<file path="src/hw/rtl/utf8d_pkg.sv">
package utf8d_pkg;

	localparam int unsigned CpW = 21;

	localparam logic [CpW-1:0] ReplChar  = 21'h00fffd;
	localparam logic [CpW-1:0] MaxScalar = 21'h10ffff;
	localparam logic [CpW-1:0] SurrLo    = 21'h00d800;
	localparam logic [CpW-1:0] SurrHi    = 21'h00dfff;
	localparam logic [CpW-1:0] Min2      = 21'h000080;
	localparam logic [CpW-1:0] Min3      = 21'h000800;
	localparam logic [CpW-1:0] Min4      = 21'h010000;

	localparam logic [7:0] Lead2Lo = 8'hc2;
	localparam logic [7:0] Lead2Hi = 8'hdf;
	localparam logic [7:0] Lead3Lo = 8'he0;
	localparam logic [7:0] Lead3Hi = 8'hef;
	localparam logic [7:0] Lead4Lo = 8'hf0;
	localparam logic [7:0] Lead4Hi = 8'hf4;

	localparam logic [2:0] Len2 = 3'd2;
	localparam logic [2:0] Len3 = 3'd3;
	localparam logic [2:0] Len4 = 3'd4;

	// One input byte of text
	typedef struct packed {
		logic [7:0] byte_in;
		logic       final_byte;
	} text_item_t;

	// One decoded code point
	typedef struct packed {
		logic [CpW-1:0] code_point;
		logic           replaced;
		logic           last_of_run;
		logic           text_end;
	} code_item_t;

	// Open-sequence state
	typedef struct packed {
		logic [2:0]     expected_length;
		logic [1:0]     bytes_taken;
		logic [CpW-1:0] partial_value;
	} dec_state_t;

	// Results of one byte: count-1 replacement chars, then the tail result
	typedef struct packed {
		logic [2:0]     count;
		logic [CpW-1:0] tail_cp;
		logic           tail_repl;
		logic           text_end;
	} burst_t;

	// Overlong, surrogate and range check of a completed sequence
	function automatic logic cp_acceptable(input logic [CpW-1:0] v, input logic [2:0] len);
		logic ok;
		ok = 1'b1;
		if (len == Len2 && v < Min2) ok = 1'b0;
		if (len == Len3 && v < Min3) ok = 1'b0;
		if (len == Len4 && v < Min4) ok = 1'b0;
		if (v > MaxScalar) ok = 1'b0;
		if (v >= SurrLo && v <= SurrHi) ok = 1'b0;
		return ok;
	endfunction

endpackage

</file>
<file path="src/hw/rtl/utf8_validating_decoder.sv">
// UTF-8 validating decoder.
// Input channel (text_valid / text_stall / text_item): one byte of text per
// transfer, with final_byte set on the last byte of the text.
// Output channel (code_valid / code_stall / code_item): decoded code points,
// with U+FFFD and replaced set for each invalid byte. last_of_run marks the
// last result caused by one byte; text_end marks results of the final byte.
// Path: a byte's first result passes through the input register, then is
// decoded into the output register, from which it transfers out.
// Throughput: one byte per cycle while each byte gives at most one result
// and the receiver does not stall. A byte that gives several results (up
// to four) holds the output register until all have left; a following byte
// that has results waits, one that only opens or extends a sequence goes through.
// Reset clears the open-sequence state and empties both registers.
// When the receiver stalls, the current result holds; bytes that only open or
// extend a sequence are still taken, and a byte with results waits in the input register with text_stall raised.
module utf8_validating_decoder
	import utf8d_pkg::*;
(
	input  logic       clk,
	input  logic       arst_n,
	input  logic       text_valid,
	output logic       text_stall,
	input  text_item_t text_item,
	output logic       code_valid,
	input  logic       code_stall,
	output code_item_t code_item
);

	logic       valid_s1;
	text_item_t item_s1;
	dec_state_t state_q;
	dec_state_t state_nxt;
	burst_t     burst;
	logic       load_ok;
	logic       consume;
	logic       load;

	// Input register
	assign consume    = valid_s1 && ((burst.count == 3'd0) || load_ok);
	assign load       = valid_s1 && (burst.count != 3'd0) && load_ok;
	assign text_stall = valid_s1 && !consume;

	always_ff @(posedge clk or negedge arst_n) begin
		if (!arst_n) begin
			valid_s1 <= 1'b0;
		end else if (text_valid && !text_stall) begin
			valid_s1 <= 1'b1;
		end else if (consume) begin
			valid_s1 <= 1'b0;
		end
	end

	always_ff @(posedge clk) begin
		if (text_valid && !text_stall) begin
			item_s1 <= text_item;
		end
	end

	// Sequence state advances as each byte is decoded
	always_ff @(posedge clk or negedge arst_n) begin
		if (!arst_n) begin
			state_q <= '0;
		end else if (consume) begin
			state_q <= state_nxt;
		end
	end

	utf8d_decode u_decode (
		.state     (state_q),
		.item      (item_s1),
		.state_nxt (state_nxt),
		.burst     (burst)
	);

	utf8d_emit u_emit (
		.clk        (clk),
		.arst_n     (arst_n),
		.load       (load),
		.burst      (burst),
		.load_ok    (load_ok),
		.code_valid (code_valid),
		.code_stall (code_stall),
		.code_item  (code_item)
	);

endmodule

</file>
<file path="src/hw/rtl/utf8d_decode.sv">
module utf8d_decode
	import utf8d_pkg::*;
(
	input  dec_state_t state,
	input  text_item_t item,
	output dec_state_t state_nxt,
	output burst_t     burst
);

	logic [7:0]     b;
	logic           fin;
	logic           is_cont;
	// lead decode
	logic           lead_res;
	logic [CpW-1:0] lead_cp;
	logic           lead_repl;
	logic           lead_open;
	logic [2:0]     lead_len;
	logic [CpW-1:0] lead_pv;
	// continuation
	logic [2:0]     taken_inc;
	logic [CpW-1:0] pv_inc;

	assign b       = item.byte_in;
	assign fin     = item.final_byte;
	assign is_cont = (b[7:6] == 2'b10);

	// Classify the byte as a lead
	always_comb begin
		lead_res  = 1'b1;
		lead_cp   = ReplChar;
		lead_repl = 1'b1;
		lead_open = 1'b0;
		lead_len  = 3'd0;
		lead_pv   = '0;
		if (b[7] == 1'b0) begin
			lead_cp   = {13'd0, b};
			lead_repl = 1'b0;
		end else if (b inside {[Lead2Lo:Lead2Hi]}) begin
			lead_len = Len2;
			lead_pv  = {16'd0, b[4:0]};
		end else if (b inside {[Lead3Lo:Lead3Hi]}) begin
			lead_len = Len3;
			lead_pv  = {17'd0, b[3:0]};
		end else if (b inside {[Lead4Lo:Lead4Hi]}) begin
			lead_len = Len4;
			lead_pv  = {18'd0, b[2:0]};
		end
		// a valid lead opens a sequence, or is truncated at once by text end
		if (lead_len != 3'd0) begin
			lead_open = !fin;
			lead_res  = fin;
		end
	end

	assign taken_inc = {1'b0, state.bytes_taken} + 3'd1;
	assign pv_inc    = {state.partial_value[CpW-7:0], b[5:0]};

	// Next state and result burst
	always_comb begin
		state_nxt         = '0;
		burst.count       = 3'd0;
		burst.tail_cp     = ReplChar;
		burst.tail_repl   = 1'b1;
		burst.text_end    = fin;
		if (state.expected_length == 3'd0 || !is_cont) begin
			// idle, or a broken sequence followed by a byte that is not a continuation
			if (state.expected_length != 3'd0) begin
				burst.count = {1'b0, state.bytes_taken};
			end
			if (lead_res) begin
				burst.count     = burst.count + 3'd1;
				burst.tail_cp   = lead_cp;
				burst.tail_repl = lead_repl;
			end
			if (lead_open) begin
				state_nxt.expected_length = lead_len;
				state_nxt.bytes_taken     = 2'd1;
				state_nxt.partial_value   = lead_pv;
			end
		end else if (taken_inc >= state.expected_length) begin
			if (cp_acceptable(pv_inc, state.expected_length)) begin
				burst.count     = 3'd1;
				burst.tail_cp   = pv_inc;
				burst.tail_repl = 1'b0;
			end else begin
				burst.count = state.expected_length;
			end
		end else if (fin) begin
			burst.count = taken_inc;
		end else begin
			state_nxt.expected_length = state.expected_length;
			state_nxt.bytes_taken     = taken_inc[1:0];
			state_nxt.partial_value   = pv_inc;
		end
	end

endmodule

</file>
<file path="src/hw/rtl/utf8d_emit.sv">
module utf8d_emit
	import utf8d_pkg::*;
(
	input  logic       clk,
	input  logic       arst_n,
	input  logic       load,
	input  burst_t     burst,
	output logic       load_ok,
	output logic       code_valid,
	input  logic       code_stall,
	output code_item_t code_item
);

	logic [2:0]     rem_q;
	logic [CpW-1:0] cp_q;
	logic           repl_q;
	logic           fin_q;
	logic           xfer;
	logic           on_tail;

	assign on_tail    = (rem_q == 3'd1);
	assign code_valid = (rem_q != 3'd0);
	assign xfer       = code_valid && !code_stall;
	// a new burst may enter when none is held or the held one leaves with this transfer
	assign load_ok    = (rem_q == 3'd0) || (on_tail && !code_stall);

	// Remaining results of the held burst
	always_ff @(posedge clk or negedge arst_n) begin
		if (!arst_n) begin
			rem_q <= 3'd0;
		end else if (load) begin
			rem_q <= burst.count;
		end else if (xfer) begin
			rem_q <= rem_q - 3'd1;
		end
	end

	always_ff @(posedge clk) begin
		if (load) begin
			cp_q   <= burst.tail_cp;
			repl_q <= burst.tail_repl;
			fin_q  <= burst.text_end;
		end
	end

	// Leading results are replacement chars, the tail carries the decoded value
	always_comb begin
		code_item.code_point  = on_tail ? cp_q : ReplChar;
		code_item.replaced    = on_tail ? repl_q : 1'b1;
		code_item.last_of_run = on_tail;
		code_item.text_end    = fin_q;
	end

endmodule
</file>
<file path="config.mk">
export PLATFORM = sky130hd
export DESIGN_NAME = utf8_validating_decoder
export DESIGN_NICKNAME = d
export VERILOG_FILES = /design/src/hw/rtl/utf8d_pkg.sv /design/src/hw/rtl/utf8_validating_decoder.sv /design/src/hw/rtl/utf8d_decode.sv /design/src/hw/rtl/utf8d_emit.sv
export SDC_FILE = /design/constraint.sdc
export NUM_CORES = 1
export LEC_CHECK = 0
export BUFFER_PORTS_ARGS = -buffer_cell sky130_fd_sc_hd__clkbuf_2
export CAP_MARGIN = 20
export CORE_UTILIZATION = 50
export CTS_BUF_LIST = sky130_fd_sc_hd__clkbuf_16
export CTS_CLUSTER_SIZE = 16
export DETAILED_ROUTE_END_ITERATION = 10
export PLACE_DENSITY = 0.7
export SYNTH_ARGS = -nofsm -noshare
export SYNTH_HDL_FRONTEND = slang
export SYNTH_HIERARCHICAL = 1
export SYNTH_SLANG_ARGS = --single-unit
</file>
<file path="constraint.sdc">
create_clock -name clk -period 4.35 [get_ports clk]
set_input_delay 0 -clock clk [delete_from_list [all_inputs] [get_ports clk]]
set_output_delay 0 -clock clk [all_outputs]
set_load 0.02 [all_outputs]
</file>
==> flow_summary.yaml <==
layout:
  instances_no_fill: 370
  fillerInstances: 446
  drive_gt1_frac: 0.275
  diodes: 0
  final_common_cell: "clkbuf_2"
  multi_input_area_um2: 1310
  fin_nets: 318
  regArea_um2: 1560
  syn_to_final_growth_pct: 16.5
  layout_common_cells: "clkbuf_2 (38), edfxtp_1 (32), dfrtp_1 (24)"
  final_util: 0.618
place:
  io_buffers: 38
  post-dp-hpwl_um: 3750
  place_inst: 351
  gp_congestion: 0.808
floorplan:
  fp.dieW_um: 79.4
  start_util: 0.530
  core-area_um2: 5640
  fp.dieH_um: 79.4
  io_pins: 39
  dieArea_um2: 6300
  fp-row-count: 27
critical_path:
  crit_fanout: 13
  path_buf_inv: 1
  path_cells: "ha_1 > ha_1 > a211oi_1 > or2_0 > a31oi_1 > a22oi_1 > nor3_2 > o21ai_4 > buf_4 > mux2_4"
  crit_path_end_kind: "register"
  cpLargestDelayFamily: "compound AO/OA/AOI/OAI gates"
  worstPathRequired_ns: 4.53
  start_kind: "register"
  max_stage_delay_ns: 0.48
  criticalPathCategory: "reg -> reg"
  slowest_stage: "o21ai_4"
  crit_arrival_ns: 3.73
  crit_path_frequent_cell: "ha_1"
clock_tree:
  clk_pin_slew_ns: 0.07
  clock_path_buffers: 2
  numCtsBuffers: 5
  clock_tree.root_cell: "clkbuf_16"
  htreeDepth: 2
  cts.sinks: 56
  post-cts-setup-buffers: 0
  clk_latency_ns: 0.29
  cts_tree: "done"
timing:
  grt_setup_unrepaired: "no"
  fin_crit_sh: 0.817
  slew_violations: 0
  finalSetupViolCount: 0
  period_minus_slack_ns: 3.55
  worst_pin_slew_ns: 0.623
  fin_tns_setup_ns: 0
  slew_headroom: 0.585
  clock_skew_ns: 0.00743
  fmax_mhz: 281
  hold_viol: 0
routing:
  drt-total-wl_um: 5270
  drt_iter0_drc: 119
  drt-vias-per-instance: 5.35
  wl_per_cell_um: 14.2
  dr.pass1.iters: 4
  postRouteAntennaNets: 0
  vias: 1980
  drc: 0
synth:
  syn_area_per_cell_um2: 12.1
  yosys_warnings: 6
  synth_area_um2: 2990
  synthCells: 248
  synth_nets: 269
global_routing:
  antenna_found_initial: 0
  grt_first_pass_wirelength_um: 9050
  track_usage: 0.188
  grt_max_degree: 25
  grt_pass1_vias: 1940
  grt-ovfl-total: 0
job:
  drv_cap: 0
min_path:
  hp-class: "in -> reg"
outcome:
  status: "finished clean"
pwr:
  leakagePower_nw: 1.57
  peakVddDrop_mv: 0.301
  power.density_nw_per_um2: 618
## stage by stage
| stage | instance area, um2 | total power (W) | worst slack, ns | hold slack (ns) |
|---|---|---|---|---|
| after floorplan | 2990 | 0.00156 | 0.538 | -0.296 |
| after global placement | 3230 | 0.00175 | 0.986 | 0.0337 |
| after detailed placement | 3230 | 0.00177 | 0.842 | 0.0552 |
| after CTS | 3490 | 0.00218 | 0.816 | 0.0489 |
| after global routing | 3490 | 0.00230 | 0.575 | 0.0680 |
| final | 3490 | 0.00216 | 0.797 | 0.0585 |
## layer usage
layer / global-route usage / vias up / wire, um
met3: 0.0345 / 4 / 170
met5: 0 / - / 0
met4: 0.0545 / 0 / 44
met2: 0.316 / 45 / 2620
met1: 0.248 / 952 / 2440
li1: - / 979 / -
## layout make-up
class | instances | area share
Tap cell | 72 | 0.0258
Multi-Input combinational cell | 169 | 0.375
Clock inverter | 3 | 0.00610
Sequential cell | 56 | 0.448
Clock buffer | 5 | 0.0359
Timing Repair Buffer | 55 | 0.0990
Inverter | 10 | 0.0108
## state kept, by name (all words and copies together) (netlist names)
register	cells
u_emit/repl_q	1
u_emit/cp_q	21
u_emit/fin_q	1
valid_s1	1
state_q	20
u_emit/rem_q	3
item_s1	9
## final timing paths
| path | slack [ns] | cells after the start | end | from |
|---|---|---|---|---|
| min | 0.06 | 3 | u_emit/rem_q[0]$_DFFE_PN0P_ | code_stall |
| min reg2reg | 0.54 | 1 | state_q[13]$_DFFE_PN0P_ | state_q[13]$_DFFE_PN0P_ |
| max in group asynchronous | 3.68 | 2 | state_q[8]$_DFFE_PN0P_ | arst_n |
| min in group asynchronous | 0.25 | 2 | state_q[22]$_DFFE_PN0P_ | arst_n |
| max | 0.80 | 10 | state_q[6]$_DFFE_PN0P_ | state_q[21]$_DFFE_PN0P_ |
| max reg2reg | 0.80 | 10 | state_q[6]$_DFFE_PN0P_ | state_q[21]$_DFFE_PN0P_ |
## power by group
part	total (W)	leakage [nW]	switching, W	internal, W
sequential	0.000850	0.625	0.0000838	0.000766
combinational	0.000910	0.874	0.000550	0.000360
clock	0.000397	0.0702	0.000182	0.000215
total	0.00216	1.57	0.000816	0.00134
## timing repair
action                                 in CTS  in global routing
endpoints found under the hold margin      34                  0
hold buffers                               11                  0
gates resized for setup                     0                  0
## worst reg2reg max path, cell delays in order (launching register included)
cell and delay [ns]:
dfrtp_1 0.44, ha_1 0.36, ha_1 0.29, a211oi_1 0.34, or2_0 0.37, a31oi_1 0.14, a22oi_1 0.30, nor3_2 0.11
o21ai_4 0.48, buf_4 0.31, mux2_4 0.32
(Power assumes the default switching activity.)
